[src/sv/h264d_ram.sv]
module h264d_ram #(
    parameter int WIDTH = 8,
    parameter int DEPTH = 256
) (
    input  logic                     i_clk,
    input  logic                     i_we,
    input  logic [$clog2(DEPTH)-1:0] i_waddr,
    input  logic [WIDTH-1:0]         i_wdata,
    input  logic                     i_re,
    input  logic [$clog2(DEPTH)-1:0] i_raddr,
    output logic [WIDTH-1:0]         o_rdata
);
    logic [WIDTH-1:0] r_mem [DEPTH];

    always_ff @(posedge i_clk) begin
        if (i_we) begin
            r_mem[i_waddr] <= i_wdata;
        end
        if (i_re) begin
            o_rdata <= r_mem[i_raddr];
        end
    end
endmodule

[config.mk]
export PLATFORM = sky130hd
export DESIGN_NAME = h264d_ram
export DESIGN_NICKNAME = d
export VERILOG_FILES = /design/src/sv/h264d_ram.sv
export SDC_FILE = /design/constraint.sdc
export NUM_CORES = 2
export LEC_CHECK = 0
export ABC_AREA = 1
export BUFFER_PORTS_ARGS = -buffer_cell sky130_fd_sc_hd__buf_2
export CORE_UTILIZATION = 33
export CTS_BUF_LIST = sky130_fd_sc_hd__clkbuf_4
export DETAILED_ROUTE_END_ITERATION = 10
export GPL_TIMING_DRIVEN = 1
export PLACE_DENSITY = 0.48
export SLEW_MARGIN = 20
export SYNTH_ARGS = -nofsm -noshare
export SYNTH_HDL_FRONTEND = slang
export SYNTH_SLANG_ARGS = --single-unit
[constraint.sdc]
create_clock -name i_clk -period 2 [get_ports i_clk]
set_input_delay 0.5 -clock i_clk [delete_from_list [all_inputs] [get_ports i_clk]]
set_output_delay 0.5 -clock i_clk [all_outputs]
set_load 0.005 [all_outputs]
==> results.sh <==
export IMPL_status="finished, violations left"
export IMPL_violations="negative setup slack"
export IMPL_leakagePower_uw=0.0370
export IMPL_holdPathStages=2
export IMPL_netlist_area_leader_share=0.740
export IMPL_r2r_start="r_mem[81][2]"
export IMPL_io_buffers=34
export IMPL_antenna_found_initial=15
export IMPL_skew_ns=0.123
export IMPL_fin_crit_sh=1.32
export IMPL_hold_start="i_wdata[7]"
export IMPL_end_kind="output port"
export IMPL_ys_ff_latch=2056
export IMPL_rows=184
export IMPL_numCtsBuffers=569
export IMPL_final_nets=7981
export IMPL_place_ws_ns=-1.03
export IMPL_synth_cell_types=13
export IMPL_cap_violations=0
export IMPL_grt_use_total=0.206
export IMPL_avgSynthCellArea_um2=11.9
export IMPL_core_area_mm2=0.251
export IMPL_worstHoldPathType="input port to flop"
export IMPL_drive_gt1_frac=0.210
export IMPL_setup_slack_ns=-0.644
export IMPL_setup_viol=8
export IMPL_finalMaxSlewViolations=0
export IMPL_peakVddDrop_mv=0.462
export IMPL_worstPathArrival_ns=2.14
export IMPL_final_common_cell="nand2_1"
export IMPL_required_ns=1.50
export IMPL_grt_pass1_vias=58400
export IMPL_grt_pass1_wl_mm=390
export IMPL_cp_slowest_cell="edfxtp_1"
export IMPL_worst_slew_pin_slew_ns=0.764
export IMPL_critPathTopFamily="flip-flops"
export IMPL_power_density_mw_per_mm2=908
export IMPL_synth_nets=7030
export IMPL_yosysSeqAreaShare=0.740
export IMPL_clock_sinks=2056
export IMPL_cts_root_buf="clkbuf_4"
export IMPL_final_core_util=0.403
export IMPL_reg2reg_slack_ns=0.06
export IMPL_die_y_um=505
export IMPL_synth_area_leaders="edfxtp_1 (74%), nand3_1 (12%), nand2_1 (9.5%)"
export IMPL_clockBufferDepth=4
export IMPL_rsz0062_at_grt="yes"
export IMPL_cts_clk_slew_worst_paths_ns=0.07
export IMPL_worstPathCellList="buf_2"
export IMPL_fmax_mhz=378
export IMPL_h_tree_depth=6
export IMPL_start_util=0.332
export IMPL_dr_pass1_iters=6
export IMPL_timing_critical_path_buf_inv=1
export IMPL_area_growth_pct=21.3
export IMPL_syn_cell_area_mm2=0.0835
export IMPL_cts_tree="done"
export IMPL_final_cell_mix="nand2_1 (2110), edfxtp_1 (2056), nand3_1 (2009)"
export IMPL_syn_instance_count=7003
export IMPL_place_area_mm2=0.0940
export IMPL_setup_tns_final_ns=-4.17
export IMPL_synth_top_area_cell="edfxtp_1"
export IMPL_hold_violations=0
export IMPL_drt_first_iter_violations=5660
export IMPL_fin_crit_ns=2.64
export IMPL_routed_via_density=5.00
export IMPL_drcViolationCount=0
export IMPL_insertion_delay_ns=1.31
export IMPL_rr_worst_depth=10
export IMPL_dp_hpwl_mm=169
export IMPL_dieArea_mm2=0.255
export IMPL_grt_overflow=0
export IMPL_critical_path_class="flop to output port"
export IMPL_relSlewSlack=0.490
export IMPL_fillers=24200
export IMPL_grt_start_max_net_pins=76
export IMPL_vias=58500
export IMPL_die_w_um=505
export IMPL_critPathLaunchType="flop"
export IMPL_crit_fanout=1
export IMPL_ant_nets=0
export IMPL_design_area_mm2=0.101
export IMPL_routed_wl_mm=267
export IMPL_ios=35
export IMPL_wire_per_inst_um=22.8
export IMPL_reg2reg_to="o_rdata[2]"
export IMPL_yosysWarnings=0
export IMPL_critPathMaxStageDelay_ns=0.63
export IMPL_gp_congestion=0.871
export IMPL_holdPathEnd="r_mem[181][7]"
[power by group]
group	internal (µW)	switching, µW
clock	20100	17600
combinational	2120	4580
sequential	47500	61.2
total	69800	22200
[routing by layer]
layer / global-route usage / vias to the layer above / share of wire
met2: 0.334 / 1987 / 0.48
li1: - / 27200 / -
met3: 0.0345 / 392 / 0.061
met5: 0 / - / 0
met4: 0.0701 / 0 / 0.029
met1: 0.280 / 28900 / 0.43
[cell type report]
type	instances	area [µm²]	area share
diodes	9	22.5	0.000222
clock buffers	811	6090	0.0601
clock inverters	141	957	0.00945
inverters	39	180	0.00178
multi-input cells	4425	19200	0.190
flip-flops and latches	2056	61700	0.610
well taps	3348	4190	0.0414
repair buffers	863	8860	0.0875
[through the flow]
stage / hold slack (ns) / std cells / power (µW)
finish: 0.125 / 11700 / 92000
global route: 0.00382 / 11700 / 95700
CTS: 0.00577 / 11700 / 93200
detailed placement: 0.745 / 10700 / 55200
global placement: 0.747 / 10700 / 55200
floorplan: 0.599 / 7003 / 51400
[kinds of logic after synthesis]
logic type             after synthesis  share of synthesized area
flip-flops                        2056                      0.740
AND/OR/NAND/NOR                   4425                      0.229
buffers and inverters              522                     0.0312
[registers in the layout, indices dropped and copies added (netlist names)]
register,count
r_mem,2048
o_rdata,8
[cells in the mapped netlist, drive strengths merged]
cell type and count:
nand2 2123, edfxtp 2056, nand3 2019, buf 371, nor2 283, clkbuf 112
inv 39
[worst max path at each step]
stage,from,end,slack [ns],depth (start not counted)
after global routing,o_rdata[6],o_rdata[6],-0.74,1
after CTS,o_rdata[6],o_rdata[6],-0.78,1
final,o_rdata[6],o_rdata[6],-0.64,1
after global placement,i_raddr[1],o_rdata[1],-1.05,14
after detailed placement,i_raddr[0],o_rdata[1],-1.03,14
after floorplan,i_we,r_mem[162][0],0.009,4
[timing repair]
item	4_1_cts	5_1_grt
buffers inserted	0	0
resized for setup	5	6
hold buffers	13	0
setup endpoints to repair	12	12
hold endpoints to repair	2068	0
Power figures use the tool's default switching activity.
