File: src/sv/h264d_pkg.sv
package h264d_pkg;

    typedef enum logic [2:0] {
        M_NONE,
        M_SKIP,
        M_STAP,
        M_FU_HDR,
        M_FU_PEND,
        M_FU_ON
    } t_mode;

    typedef enum logic [1:0] {
        PH_HI,
        PH_LO,
        PH_DATA
    } t_phase;

    typedef enum logic [1:0] {
        SRC_CONST,
        SRC_PARAM,
        SRC_FRAME
    } t_src;

    localparam logic [2:0] ST_TAKEN    = 3'd0;
    localparam logic [2:0] ST_IGNORED  = 3'd1;
    localparam logic [2:0] ST_BUSY     = 3'd2;
    localparam logic [2:0] ST_OVERFLOW = 3'd3;
    localparam logic [2:0] ST_READ     = 3'd4;
    localparam logic [2:0] ST_EMPTY    = 3'd5;

    localparam logic [4:0] NAL_STAP_A  = 5'd24;
    localparam logic [4:0] NAL_FU_A    = 5'd28;
    localparam logic [7:0] HDR_IDR     = 8'h65;
    localparam logic [7:0] MASK_TYPE   = 8'h1F;
    localparam logic [7:0] MASK_NRI    = 8'hE0;

    // per-result info handed from the control stage to the output stages
    typedef struct packed {
        logic [2:0]  status;
        t_src        src;
        logic [7:0]  cbyte;
        logic [1:0]  lane;
        logic        last;
        logic [31:0] pts;
        logic        ready;
    } t_rd;

endpackage

File: src/sv/h264d_ctrl.sv
module h264d_ctrl #(
    parameter int FRAME_BYTES = 65536,
    parameter int PARAM_BYTES = 256
) (
    input  logic                             i_clk,
    input  logic                             i_rst_n,
    input  logic                             i_acc,
    input  logic                             i_kind,
    input  logic [7:0]                       i_byte,
    input  logic                             i_first,
    input  logic                             i_last,
    input  logic [31:0]                      i_ts,
    input  logic [15:0]                      i_seq,
    output h264d_pkg::t_rd                   o_rd,
    output logic [$clog2(PARAM_BYTES)-2:0]   o_prd_addr,
    output logic [$clog2(FRAME_BYTES)-1:0]   o_frd_addr,
    output logic                             o_fwe,
    output logic [$clog2(FRAME_BYTES)-1:0]   o_fwaddr,
    output logic [7:0]                       o_fwdata,
    output logic [3:0]                       o_swe,
    output logic [3:0][$clog2(PARAM_BYTES)-2:0] o_swaddr,
    output logic [3:0][7:0]                  o_swdata
);
    import h264d_pkg::*;

    localparam int FAW = $clog2(FRAME_BYTES);
    localparam int FLW = FAW + 1;
    localparam int PAW = $clog2(PARAM_BYTES);
    localparam int PLW = PAW + 1;
    localparam int RPW = ((FLW > PLW) ? FLW : PLW) + 1;
    localparam int SW  = ((PLW > 16) ? PLW : 16) + 2;

    t_mode        r_mode, n_mode;
    t_phase       r_phase, n_phase;
    logic         r_fs, n_fs, r_fce, n_fce;
    logic         r_have, n_have, r_pend, n_pend, r_ready, n_ready;
    logic         r_active, n_active, r_ref, n_ref;
    logic         r_bank, n_bank;
    logic [FLW-1:0] r_flen, n_flen;
    logic [PLW-1:0] r_plen, n_plen, r_slen, n_slen;
    logic [15:0]  r_urem, n_urem, r_lseq, n_lseq;
    logic [7:0]   r_fhdr, n_fhdr, r_frhdr, n_frhdr;
    logic [31:0]  r_fstamp, n_fstamp, r_rstamp, n_rstamp;
    logic [RPW-1:0] r_rp, n_rp;

    logic [RPW-1:0] plen, total, idx;
    logic [15:0]  ulen;
    logic [7:0]   hdr;
    logic         sw_sc, sw_data;
    logic [3:0][PAW-3:0] sc_row;
    logic [3:0][7:0] sc_dat;
    logic [1:0]   off [4];
    logic [PLW-1:0] pos [4];

    always_comb begin
        for (int k = 0; k < 4; k++) begin
            off[k]    = 2'(k) - r_slen[1:0];
            pos[k]    = r_slen + PLW'(off[k]);
            sc_row[k] = pos[k][PAW-1:2];
            sc_dat[k] = (off[k] == 2'd3) ? 8'h01 : 8'h00;
        end
    end

    always_comb begin
        n_mode = r_mode; n_phase = r_phase; n_fs = r_fs; n_fce = r_fce;
        n_have = r_have; n_pend = r_pend; n_ready = r_ready;
        n_active = r_active; n_ref = r_ref; n_bank = r_bank;
        n_flen = r_flen; n_plen = r_plen; n_slen = r_slen;
        n_urem = r_urem; n_lseq = r_lseq; n_fhdr = r_fhdr; n_frhdr = r_frhdr;
        n_fstamp = r_fstamp; n_rstamp = r_rstamp; n_rp = r_rp;
        o_rd = '0;
        o_rd.status = ST_IGNORED;
        o_rd.src = SRC_CONST;
        o_fwe = 1'b0;
        o_fwaddr = r_flen[FAW-1:0];
        o_fwdata = i_byte;
        sw_sc = 1'b0;
        sw_data = 1'b0;
        plen  = r_pend ? RPW'(r_plen) : '0;
        total = plen + RPW'(r_flen);
        idx   = r_rp - plen;
        ulen  = {r_urem[15:8], i_byte};
        hdr   = (r_fhdr & MASK_NRI) | (i_byte & MASK_TYPE);
        o_prd_addr = {r_bank, r_rp[PAW-1:2]};
        o_frd_addr = idx[FAW-1:0];

        if (i_kind) begin
            if (!r_ready) begin
                o_rd.status = ST_EMPTY;
            end else begin
                o_rd.status = ST_READ;
                o_rd.pts = r_fstamp - r_rstamp;
                o_rd.lane = r_rp[1:0];
                if (r_rp < plen) begin
                    o_rd.src = SRC_PARAM;
                end else if (idx < RPW'(5)) begin
                    o_rd.src = SRC_CONST;
                    o_rd.cbyte = (idx == RPW'(3)) ? 8'h01 :
                                 (idx == RPW'(4)) ? r_frhdr : 8'h00;
                end else begin
                    o_rd.src = SRC_FRAME;
                end
                if (r_rp + RPW'(1) >= total) begin
                    o_rd.last = 1'b1;
                    n_ready = 1'b0;
                    n_active = 1'b0;
                    n_pend = 1'b0;
                    n_flen = '0;
                    n_rp = '0;
                end else begin
                    n_rp = r_rp + RPW'(1);
                end
            end
        end else if (r_ready) begin
            o_rd.status = ST_BUSY;
        end else if (i_first) begin
            if (r_mode == M_FU_ON) begin
                n_active = 1'b0;
                n_flen = '0;
            end
            n_fhdr = i_byte;
            if (i_last) begin
                n_mode = M_NONE;
            end else if (i_byte[4:0] == NAL_STAP_A) begin
                n_mode = M_STAP;
                n_phase = PH_HI;
                n_slen = '0;
                n_urem = '0;
                o_rd.status = ST_TAKEN;
            end else if (i_byte[4:0] == NAL_FU_A) begin
                n_mode = M_FU_HDR;
                o_rd.status = ST_TAKEN;
            end else begin
                n_mode = M_SKIP;
            end
        end else if (r_mode != M_NONE) begin
            unique case (r_mode)
                M_STAP: begin
                    if (r_phase == PH_DATA && r_urem == '0) begin
                        n_phase = PH_HI;
                    end
                    o_rd.status = ST_TAKEN;
                    unique case (n_phase)
                        PH_HI: begin
                            n_urem = {i_byte, 8'h00};
                            n_phase = PH_LO;
                        end
                        PH_LO: begin
                            if (SW'(r_slen) + SW'(4) + SW'(ulen) > SW'(PARAM_BYTES)) begin
                                n_mode = M_SKIP;
                                o_rd.status = ST_OVERFLOW;
                            end else begin
                                sw_sc = 1'b1;
                                n_slen = r_slen + PLW'(4);
                                n_urem = ulen;
                                n_phase = PH_DATA;
                            end
                        end
                        default: begin
                            sw_data = 1'b1;
                            n_slen = r_slen + PLW'(1);
                            n_urem = r_urem - 16'd1;
                            if (r_urem == 16'd1) begin
                                n_phase = PH_HI;
                            end
                        end
                    endcase
                    if (i_last && n_mode == M_STAP) begin
                        if (n_phase == PH_HI && n_slen != '0) begin
                            // swap staging and parameter banks
                            n_plen = n_slen;
                            n_have = 1'b1;
                            n_pend = 1'b1;
                            n_bank = ~r_bank;
                        end else begin
                            o_rd.status = ST_IGNORED;
                        end
                    end
                end
                M_FU_HDR: begin
                    if (!i_last) begin
                        n_fhdr = hdr;
                        if (!r_have || (r_pend && hdr != HDR_IDR)) begin
                            n_mode = M_SKIP;
                        end else if (i_byte[7]) begin
                            n_fs = 1'b1;
                            n_fce = 1'b0;
                            n_mode = M_FU_PEND;
                            o_rd.status = ST_TAKEN;
                        end else if (!r_active || i_seq != r_lseq + 16'd1 ||
                                     i_ts != r_fstamp) begin
                            n_mode = M_SKIP;
                        end else begin
                            n_fs = 1'b0;
                            n_fce = i_byte[6];
                            n_mode = M_FU_PEND;
                            o_rd.status = ST_TAKEN;
                        end
                    end
                end
                M_FU_PEND, M_FU_ON: begin
                    if (r_mode == M_FU_PEND) begin
                        if (r_fs) begin
                            n_flen = FLW'(5);
                            n_active = 1'b1;
                            n_fstamp = i_ts;
                            n_frhdr = r_fhdr;
                        end
                        n_lseq = i_seq;
                        n_mode = M_FU_ON;
                    end
                    if (n_flen >= FLW'(FRAME_BYTES)) begin
                        n_active = 1'b0;
                        n_flen = '0;
                        n_mode = M_SKIP;
                        o_rd.status = ST_OVERFLOW;
                    end else begin
                        o_fwe = i_acc;
                        o_fwaddr = n_flen[FAW-1:0];
                        n_flen = n_flen + FLW'(1);
                        o_rd.status = ST_TAKEN;
                    end
                    if (i_last && n_mode == M_FU_ON && r_fce) begin
                        n_ready = 1'b1;
                        n_rp = '0;
                        if (!r_ref) begin
                            n_rstamp = n_fstamp;
                            n_ref = 1'b1;
                        end
                    end
                end
                default: o_rd.status = ST_IGNORED;
            endcase
            if (i_last) begin
                n_mode = M_NONE;
            end
        end
        o_rd.ready = n_ready;
    end

    always_comb begin
        o_swe = '0;
        for (int k = 0; k < 4; k++) begin
            if (sw_sc) begin
                o_swaddr[k] = {~r_bank, sc_row[k]};
                o_swdata[k] = sc_dat[k];
            end else begin
                o_swaddr[k] = {~r_bank, r_slen[PAW-1:2]};
                o_swdata[k] = i_byte;
            end
        end
        if (i_acc && sw_sc) begin
            o_swe = 4'hF;
        end else if (i_acc && sw_data) begin
            o_swe[r_slen[1:0]] = 1'b1;
        end
    end

    always_ff @(posedge i_clk) begin
        if (!i_rst_n) begin
            r_mode <= M_NONE; r_phase <= PH_HI; r_fs <= 1'b0; r_fce <= 1'b0;
            r_have <= 1'b0; r_pend <= 1'b0; r_ready <= 1'b0;
            r_active <= 1'b0; r_ref <= 1'b0; r_bank <= 1'b0;
            r_flen <= '0; r_plen <= '0; r_slen <= '0; r_urem <= '0;
            r_lseq <= '0; r_fhdr <= '0; r_frhdr <= '0;
            r_fstamp <= '0; r_rstamp <= '0; r_rp <= '0;
        end else if (i_acc) begin
            r_mode <= n_mode; r_phase <= n_phase; r_fs <= n_fs; r_fce <= n_fce;
            r_have <= n_have; r_pend <= n_pend; r_ready <= n_ready;
            r_active <= n_active; r_ref <= n_ref; r_bank <= n_bank;
            r_flen <= n_flen; r_plen <= n_plen; r_slen <= n_slen; r_urem <= n_urem;
            r_lseq <= n_lseq; r_fhdr <= n_fhdr; r_frhdr <= n_frhdr;
            r_fstamp <= n_fstamp; r_rstamp <= n_rstamp; r_rp <= n_rp;
        end
    end
endmodule

File: config.mk
export PLATFORM = sky130hd
export DESIGN_NAME = h264d_ctrl
export DESIGN_NICKNAME = d
export VERILOG_FILES = /design/src/sv/h264d_pkg.sv /design/src/sv/h264d_ctrl.sv
export SDC_FILE = /design/constraint.sdc
export NUM_CORES = 1
export LEC_CHECK = 0
export ABC_CLOCK_PERIOD_IN_PS = 7290
export BUFFER_PORTS_ARGS = -buffer_cell sky130_fd_sc_hd__buf_2
export CAP_MARGIN = 20
export CORE_MARGIN = 4
export CORE_UTILIZATION = 59
export CTS_CLUSTER_DIAMETER = 50
export DETAILED_ROUTE_END_ITERATION = 8
export GPL_ROUTABILITY_DRIVEN = 1
export GPL_TIMING_DRIVEN = 0
export PLACE_DENSITY = 0.9
export SYNTH_ARGS = -nofsm -noshare
export SYNTH_HDL_FRONTEND = slang
export SYNTH_SLANG_ARGS = --single-unit
File: constraint.sdc
create_clock -name i_clk -period 7.29 [get_ports i_clk]
set_input_delay 0.729 -clock i_clk [delete_from_list [all_inputs] [get_ports i_clk]]
set_output_delay 0.729 -clock i_clk [all_outputs]
set_load 0.01 [all_outputs]
==> impl_metrics.tcl, run 1 <==
set metrics [dict create \
    vias 15620 \
    cts_buffers 17 \
    clk_pin_slew_worst_paths_ps 70 \
    num-nets-final 2397 \
    drive_gt1_frac 0.1539 \
    drt_pre_antenna_iters 6 \
    cts_max_path_buffers 2 \
    syn2layout_area_growth_pct 14.34 \
    track_usage 0.3126 \
    antenna_found_initial 1 \
    die-height_um 166.8 \
    ys.flop_type "dfxtp_1" \
    min_period_ps 6593 \
    async_flop_share 0 \
    slowest_stage "a211oi_2" \
    cp.required_ps 6560 \
    ios 223 \
    p_leak_uw 0.007693 \
    ys_seq_area_frac 0.2395 \
    post-cts-setup-buffers 0 \
    startpoint_type "flop" \
    post_drt_wl_per_cell_um 18.05 \
    syn_nets 2158 \
    die_w_um 166.8 \
    cts_resized 0 \
    cp.buffers_inverters 4 \
    rsz0062_at_grt "no" \
    worstHoldEndpoint "r_plen[2]$_SDFFE_PN0P_" \
    dpl.hpwl_um 35540 \
    hp-class "flop to flop" \
    syn_inst 1990 \
    p_int_uw 1508 \
    core_mm2 0.02453 \
    final_common_cell "nand2_1" \
    place_congestion 0.9977 \
    path_class "flop to primary output" \
    r2r_start "r_pend$_SDFFE_PN0P_" \
    syn_area_per_cell_um2 7.476 \
    final_cell_mix "nand2_1 (299), buf_2 (226), dfxtp_1 (178)" \
    ys_ff_latch 178 \
    worstMarginPinSlew_ps 1102 \
    die_area_mm2 0.02782 \
    slowest_delay_ps 560 \
    max_freq_mhz 151.7 \
    reg2reg_depth 27 \
    finalCritPeriodShare 0.9044 \
    cts_tree "built" \
    grt_overflow_total 0 \
    status "complete, no violations" \
    worst_skew_pair.late_latency_ps 450 \
    arrival_ps 5860 \
    drt_wl_total_um 46330 \
    grt_pass1_vias 14680 \
    grt_pass1_wl_um 72770 \
    setup_ws_ps 697.1 \
    path_max_fanout 10 \
    syn-cell-area_mm2 0.01488 \
    first_iter_violations 1787 \
    r2r_slack_ps 950 \
    viasPerCell 6.085 \
    path_delay_family "compound AO/OA/AOI/OAI gates" \
    clock-root-buffer "clkbuf_16" \
    holdBufCountCts 0 \
    initial_utilization 0.6064 \
    hold_viol 0 \
    hp-start "r_plen[2]$_SDFFE_PN0P_" \
    crit_path_end_kind "primary output" \
    synthDistinctLibCells 79 \
    ant_nets 0 \
    combPwrFrac 0.080 \
    cap_violations 0 \
    htreeDepth 4 \
    crit_start "r_pend$_SDFFE_PN0P_" \
    finalClockSkew_ps 13.47 \
    cellPowerDensity_mw_per_mm2 123.4 \
    seqPwrFrac 0.464 \
    ir_drop_uv 113.1 \
    drc 0 \
    crit_top_cell "a21oi_1" \
    whs_path_depth 2 \
    port_buffers 218 \
    p_switching_uw 590.5 \
    slew_headroom 0.2594 \
    rows 57 \
    pre_cts_ws_ps 876.3 \
    drv_slew 0 \
    setup_viol 0 \
    p_sw_frac 0.2814 \
    pwr-share-clk 0.456 \
    grt_max_degree 21 \
    fin_setup_tns_ps 0 \
    timing.rr.end "r_rp[9]$_SDFFE_PN0P_" \
    synth_edf_count 0 \
    ys_warn_count 0 \
    clock_sinks 178 \
    nFillCells 1975 \
]
-- through the flow --
step           area (um2)  hold slack (ps)  std cells  power, uW  utilization
4_1_cts             17000            457.2       2566       2089       0.6931
3_5_place_dp        16390            449.0       2534       1160       0.6682
3_3_place_gp        16370            437.0       2532       1157       0.6674
5_1_grt             17010            493.4       2566       2146       0.6933
6_report            17010            460.6       2567       2098       0.6934
2_1_floorplan       14880            430.8       1990       1086            -
-- worst max path at each step --
stage                       endpoint  slack, ps  cells after the start
2_1_floorplan                o_rd[0]       2050                     25
3_3_place_gp   r_rp[10]$_SDFFE_PN0P_       1100                     27
3_5_place_dp    r_rp[9]$_SDFFE_PN0P_        880                     27
4_1_cts                      o_rd[0]        470                     26
5_1_grt                      o_rd[0]        250                     26
6_report                     o_rd[0]        700                     26
-- sequential cells by signal (all words and copies together) (netlist names), 2 cells and up --
signal,count
r_slen,9
r_urem,16
r_phase,2
r_rp,18
r_fhdr,8
r_mode,3
r_fstamp,32
r_frhdr,8
r_flen,17
r_rstamp,32
r_plen,9
r_lseq,16
-- power groups by stage --
stage / Combinational, uW / Sequential [uW] / Clock (uW)
global placement: 160 / 997 / 0
floorplan: 89.7 / 996 / 0
detailed placement: 163 / 997 / 0
finish: 169 / 974 / 956
global route: 178 / 974 / 994
CTS: 164 / 974 / 951
-- kinds of logic after synthesis --
logic type                 count (synthesis)  synth area share
xor gates and xnor gates                 161           0.09478
and+or+nand+nor                          834            0.2774
muxes                                     20           0.01354
AOI/OAI and AO/OA                        443            0.2078
DFF                                      178            0.2395
adders and majority gates                106           0.09116
buffers and inverters                    248           0.07577
-- worst min-delay path: stages (launching register included) --
cell and delay [ps]:
dfxtp_1 310, nand2_1 50, a21boi_1 50
-- metal layers --
metal	share of wire	wire [um]	GRT usage	up-vias
li1	-	-	-	7332
met1	0.40	18580	0.3988	7313
met2	0.46	21150	0.5179	824
met3	0.10	4667	0.06163	152
met4	0.042	1923	0.1313	0
met5	0	0	0	-
-- Yosys cell counts (all sizes together), types with 50 or more instances --
library cell	n	area (um2)
a21boi	82	615.6
a21oi	73	376.6
and2	54	340.3
buf	59	417.9
clkbuf	91	341.6
dfxtp	178	3563
ha	102	1276
inv	98	367.9
nand2	299	1122
nand3	84	420.4
nor2	132	495.5
nor2b	58	362.9
nor3	50	250.2
o21ai	96	488.0
xnor2	86	753.2
xor2	75	656.9
-- layout make-up --
class	count	area, um2	share of cell area
Sequential cell	178	3563	0.2095
Timing Repair Buffer	220	1104	0.06487
Clock buffer	17	425.4	0.02501
Antenna cell	1	2.502	0.0001471
Multi-Input combinational cell	1564	10200	0.5995
Tap cell	324	405.4	0.02383
Inverter	98	367.9	0.02162
Clock inverter	15	185.2	0.01089
Buffer	150	759.5	0.04465
Note: power is estimated with default switching activity, not from simulation.
==> run 2: changes to the inputs <==
BUFFER_PORTS_ARGS = not set   (was -buffer_cell sky130_fd_sc_hd__buf_2)
CORE_ASPECT_RATIO = 1.2   (was not set)
CORE_UTILIZATION = 65   (was 59)
DONT_BUFFER_PORTS = 1   (was not set)
HOLD_SLACK_MARGIN = 0.02   (was not set)
PLACE_DENSITY = 0.89   (was 0.9)
==> run 2 against run 1 <==
- worst hold slack worse by 31 ps
- flip-flop and latch count unchanged
- sequential share of layout area increased by 1.5 points
- combinational power fell by 28%
- maximum frequency down 0.86%
- total power shrank 1.3%
- count of clock-buffer cells in the layout is 1 higher
- core utilization grew 1.3 points
- non-clock buffer count decreased by 218
- clock power rose by 2%
- cell area shrank 6.8%
- routed wire length shrank 3.8%
- critical endpoint unchanged
==> impl_metrics.tcl, run 2 (synthesized netlist as in run 1, its figures left out) <==
set metrics [dict create \
    cts_buffers 17 \
    clk_pin_slew_worst_paths_ps 70 \
    r2r_start "r_pend$_SDFFE_PN0P_" \
    clock_sinks 178 \
    post_drt_wl_per_cell_um 19.35 \
    num-nets-final 2179 \
    drt_pre_antenna_iters 9 \
    drv_slew 0 \
    p_leak_uw 0.006652 \
    setup_viol 0 \
    n_antenna_cell 0 \
    arrival_ps 5920 \
    rows 60 \
    slowest_delay_ps 590 \
    crit_path_end_kind "primary output" \
    die_w_um 146.1 \
    hold_viol 0 \
    whs_path_depth 2 \
    finalClockSkew_ps 10.60 \
    multi_input_area_mm2 0.01020 \
    viasPerCell 6.338 \
    hp-class "input pin to flop" \
    ant_nets 0 \
    grt_pass1_wl_um 70980 \
    first_iter_violations 1159 \
    grt_pass1_vias 13970 \
    ios 223 \
    dr_wl_met3_um 4337 \
    slowest_stage "a211oi_2" \
    combPwrFrac 0.059 \
    slew_headroom 0.3284 \
    rsz0062_at_grt "no" \
    die-height_um 173.7 \
    vias 14600 \
    p_switching_uw 505.0 \
    port_buffers 0 \
    p_sw_frac 0.2438 \
    antenna_found_initial 2 \
    die_area_mm2 0.02538 \
    drc 0 \
    clock-root-buffer "clkbuf_16" \
    hold-worst-slack_ps 429.5 \
    path_max_fanout 10 \
    holdBufCountCts 0 \
    core_mm2 0.02245 \
    m1WireLength_um 16600 \
    cap_violations 0 \
    cp.required_ps 6560 \
    seqPwrFrac 0.470 \
    grt_max_degree 17 \
    ir_drop_uv 168.4 \
    p_int_uw 1566 \
    finalCritPeriodShare 0.9122 \
    drive_gt1_frac 0.06225 \
    crit_start "r_pend$_SDFFE_PN0P_" \
    wl_met2_um 21110 \
    nFillCells 1757 \
    final_cell_mix "nand2_1 (299), dfxtp_1 (178), nor2_1 (132)" \
    startpoint_type "flop" \
    fin_setup_tns_ps 0 \
    place_congestion 0.9584 \
    crit_top_cell "a21oi_1" \
    dpl.hpwl_um 34290 \
    hp-start "i_ts[23]" \
    regArea_mm2 0.003563 \
    r2r_slack_ps 960 \
    syn2layout_area_growth_pct 6.593 \
    top_regs "r_fstamp x32, r_rstamp x32, r_rp x18" \
    path_class "flop to primary output" \
    htreeDepth 4 \
    worst_skew_pair.late_latency_ps 440 \
    min_period_ps 6650 \
    grt_overflow_total 0 \
    highest_layer "met5" \
    cts_tree "built" \
    cellPowerDensity_mw_per_mm2 130.6 \
    final_common_cell "nand2_1" \
    initial_utilization 0.6628 \
    status "complete, no violations" \
    max_freq_mhz 150.4 \
    reg2reg_depth 27 \
    drt_wl_total_um 44560 \
    worstMarginPinSlew_ps 999.1 \
    track_usage 0.3370 \
    pwr-share-clk 0.471 \
    cts_max_path_buffers 2 \
]
==> run 2: path summary, 6_finish.rpt <==
check | end
worst max-delay path | o_rd[0]
worst min-delay path | r_fstamp[23]$_SDFFE_PN0P_
worst max register to register | r_flen[3]$_SDFFE_PN0P_
worst min register to register | r_have$_SDFFE_PN0P_
==> run 2: metrics by stage <==
step / utilization / instance area (um2) / instances / setup slack [ps] / total power [uW]
2_1_floorplan: - / 14880 / 1990 / 2046 / 1086
3_3_place_gp: 0.6784 / 15230 / 2269 / 1029 / 1114
4_1_cts: 0.7063 / 15850 / 2303 / 410.4 / 2072
5_1_grt: 0.7065 / 15860 / 2303 / 322.2 / 2124
3_5_place_dp: 0.6792 / 15250 / 2271 / 856.9 / 1116
6_report: 0.7065 / 15860 / 2303 / 640.2 / 2071
==> run 2: layout make-up <==
cell class	count	area share
Sequential cell	178	0.2247
Clock inverter	14	0.01128
Timing Repair Buffer	2	0.0007890
Inverter	98	0.02320
Clock buffer	18	0.02706
Tap cell	279	0.02201
Multi-Input combinational cell	1564	0.6431
Buffer	150	0.04789
==> run 2: layer usage <==
layer / global-route usage / up-vias
met1: 0.3810 / 6792
li1: - / 6900
met4: 0.1827 / 4
met5: 0 / -
met3: 0.09754 / 180
met2: 0.5726 / 720
==> run 2: repair_timing <==
| item | 4_1_cts | 5_1_grt |
|---|---|---|
| gates resized for setup | 0 | 1 |
| hold endpoints to repair | 0 | 0 |
| buffers inserted | 0 | 0 |
| endpoints found under the setup margin | 0 | 1 |
==> run 2: power groups by stage <==
stage	sequential [uW]	combinational (uW)	clock [uW]
after global placement	997	117	0
after detailed placement	997	120	0
after CTS	974	121	977
after floorplan	996	89.7	0
after global routing	974	131	1020
final	974	122	975
==> run 2: critical path, delay by kind of cell (launching register included) <==
kind                     cells  cell delay (ps)
AO/OA/AOI/OAI               12             2710
XOR/XNOR                     1              200
adder cells (fa/ha/maj)      3              880
buffers and inverters        2              370
flip-flops                   1              350
AND/OR/NAND/NOR              7              980
==> run 3: changes to the inputs <==
CELL_PAD_IN_SITES_DETAIL_PLACEMENT = 1   (was not set)
CELL_PAD_IN_SITES_GLOBAL_PLACEMENT = 2   (was not set)
CORE_UTILIZATION = 38   (was 65)
MAX_ROUTING_LAYER = met4   (was not set)
PLACE_DENSITY = 0.9   (was 0.89)
==> run 3 against run 2 <==
- cell area is 1.9% higher
- via count is 1.4% lower
- setup slack worse by 110 ps
- flip-flop and latch count stayed put
- cell count is 11% higher
- routed wire length is 18% higher
- register-to-register slack hardly changed
- clock skew is 6.6 ps higher
- clock power is 0.6% higher
- sequential share of layout area is 0.42 points lower
- first-iteration DRC count is 34% lower
- largest power group unchanged
- global-route usage is 8.8 points lower
==> impl_metrics.tcl, run 3 (synthesized netlist as in run 1, its figures left out) <==
set metrics [dict create \
    use_met1 0.2761 \
    cap_violations 0 \
    grt_max_degree 17 \
    nFillCells 4896 \
    worstMarginPinSlew_ps 1028 \
    slew_headroom 0.3090 \
    grt_pass1_wl_um 81990 \
    finalClockSkew_ps 17.25 \
    arrival_ps 6030 \
    cts_max_path_buffers 2 \
    drv_slew 0 \
    drt_wl_total_um 52640 \
    worstHoldEndpoint "r_fstamp[23]$_SDFFE_PN0P_" \
    holdBufCountCts 0 \
    status "complete, no violations" \
    drt_pre_antenna_iters 5 \
    worst_skew_pair.late_latency_ps 460 \
    port_buffers 0 \
    reg2reg_depth 28 \
    initial_utilization 0.3840 \
    grt_overflow_total 0 \
    max_freq_mhz 148.0 \
    cellPowerDensity_mw_per_mm2 128.7 \
    dpl.hpwl_um 41750 \
    die-height_um 224.8 \
    clk_pin_slew_worst_paths_ps 80 \
    antenna_found_initial 1 \
    ir_drop_uv 149.7 \
    hp-class "input pin to flop" \
    top_regs "r_fstamp x32, r_rstamp x32, r_rp x18" \
    ios 223 \
    first_iter_violations 760 \
    num-nets-final 2180 \
    die_area_mm2 0.04240 \
    crit_path_end_kind "primary output" \
    drc 0 \
    die_w_um 188.6 \
    cp.required_ps 6560 \
    setup_viol 0 \
    ant_nets 0 \
    clock_sinks 178 \
    use_met2 0.4462 \
    htreeDepth 4 \
    track_usage 0.2486 \
    post-cts-setup-buffers 0 \
    fin_setup_tns_ps 0 \
    timing.rr.end "r_flen[2]$_SDFFE_PN0P_" \
    r2r_start "r_pend$_SDFFE_PN0P_" \
    min_period_ps 6759 \
    whs_path_depth 2 \
    use_met3 0.05231 \
    hold_viol 0 \
    final_cell_mix "nand2_1 (299), dfxtp_1 (178), nor2_1 (132)" \
    path_class "flop to primary output" \
    final_common_cell "nand2_1" \
    rows 79 \
    finalCritPeriodShare 0.9271 \
    post_drt_wl_per_cell_um 20.63 \
    busiest_layer "met2" \
    viasPerCell 5.639 \
    drive_gt1_frac 0.06272 \
    path_max_fanout 10 \
    cts_tree "built" \
    grt_pass1_vias 15080 \
    cts_buffers 17 \
    stdcell_area_mm2 0.01616 \
    placed_cell_area_mm2 0.01556 \
    syn2layout_area_growth_pct 8.629 \
    rsz0062_at_grt "no" \
    n_antenna_cell 0 \
    clock-root-buffer "clkbuf_16" \
    core_mm2 0.03875 \
    hp-start "i_ts[23]" \
    r2r_slack_ps 950 \
    cts_resized 0 \
    p_leak_uw 0.006655 \
    place_congestion 0.8895 \
    startpoint_type "flop" \
    vias 14390 \
]
[run 3: cell count changes in the layout (fill, tap and decap cells not counted)]
| cell | before | now |
|---|---|---|
| buf_2 | 8 | 9 |
| clkbuf_1 | 92 | 91 |
| a211oi_1 | 7 | 8 |
| a211oi_2 | 1 | 0 |
| bufinv_16 | 3 | 2 |
| clkinv_4 | 4 | 3 |
| inv_6 | 2 | 3 |
| clkbuf_8 | 0 | 2 |
[run 3: metal layers]
metal,wire (um),part of all wire
met1,21600,0.41
met2,26420,0.50
met3,3136,0.060
met4,1476,0.028
met5,0,0
[run 3: how the worst max path moves through the flow]
stage                              from                     end  slack, ps  depth (start not counted)
finish              r_pend$_SDFFE_PN0P_                 o_rd[0]        530                         26
global route        r_pend$_SDFFE_PN0P_                 o_rd[0]        110                         26
CTS                 r_pend$_SDFFE_PN0P_                 o_rd[0]        550                         26
detailed placement  r_pend$_SDFFE_PN0P_  r_flen[2]$_SDFFE_PN0P_       1070                         28
global placement    r_pend$_SDFFE_PN0P_   r_rp[11]$_SDFFE_PN0P_        600                         27
floorplan           r_pend$_SDFFE_PN0P_                 o_rd[0]       2050                         25
[run 3: area by class of cell]
| cell class | count | area (um2) | share of cell area |
|---|---|---|---|
| well taps | 526 | 658.1 | 0.04072 |
| repair buffers | 3 | 17.52 | 0.001084 |
| plain buffers | 150 | 759.5 | 0.04699 |
| clock inverters | 13 | 148.9 | 0.009213 |
| clock buffers | 19 | 452.9 | 0.02802 |
| inverters | 98 | 367.9 | 0.02276 |
| multi-input cells | 1564 | 10190 | 0.6307 |
| flip-flops and latches | 178 | 3563 | 0.2205 |
[run 3: stage by stage]
step | worst slack [ps] | hold slack [ps] | std cells | total power [uW] | utilization
after detailed placement | 1068 | 460.6 | 2519 | 1123 | 0.4016
after CTS | 548.5 | 395.7 | 2551 | 2094 | 0.4171
after global routing | 111.5 | 407.0 | 2551 | 2141 | 0.4171
after global placement | 601.4 | 439.5 | 2516 | 1120 | 0.4010
after floorplan | 2046 | 430.8 | 1990 | 1086 | -
final | 531.5 | 401.1 | 2551 | 2081 | 0.4171
[run 3: critical path: stages, from the launching register on]
cell and delay, ps:
dfxtp_1 340, clkbuf_1 220, and2_1 240, ha_1 220, fa_1 410, a21oi_1 160
nor2_1 50, nor2_1 150, o21bai_1 90, a21oi_1 230, o21bai_1 90, a21oi_1 250
nor2b_1 90, o21ai_0 410, xor2_1 190, ha_1 270, a21o_1 180, a21o_1 170
a21oi_1 160, nor2b_1 70, o31ai_1 240, nand2_1 90, a211oi_1 470, buf_2 290
nand2b_1 160, a21o_1 180, buf_4 130
[run 3: report_power, final]
| group | switching [uW] | total (uW) | internal [uW] |
|---|---|---|---|
| registers | 1.14 | 974 | 973 |
| logic | 78.2 | 126 | 47.8 |
| clock network | 451 | 981 | 530 |
| total | 530 | 2080 | 1550 |
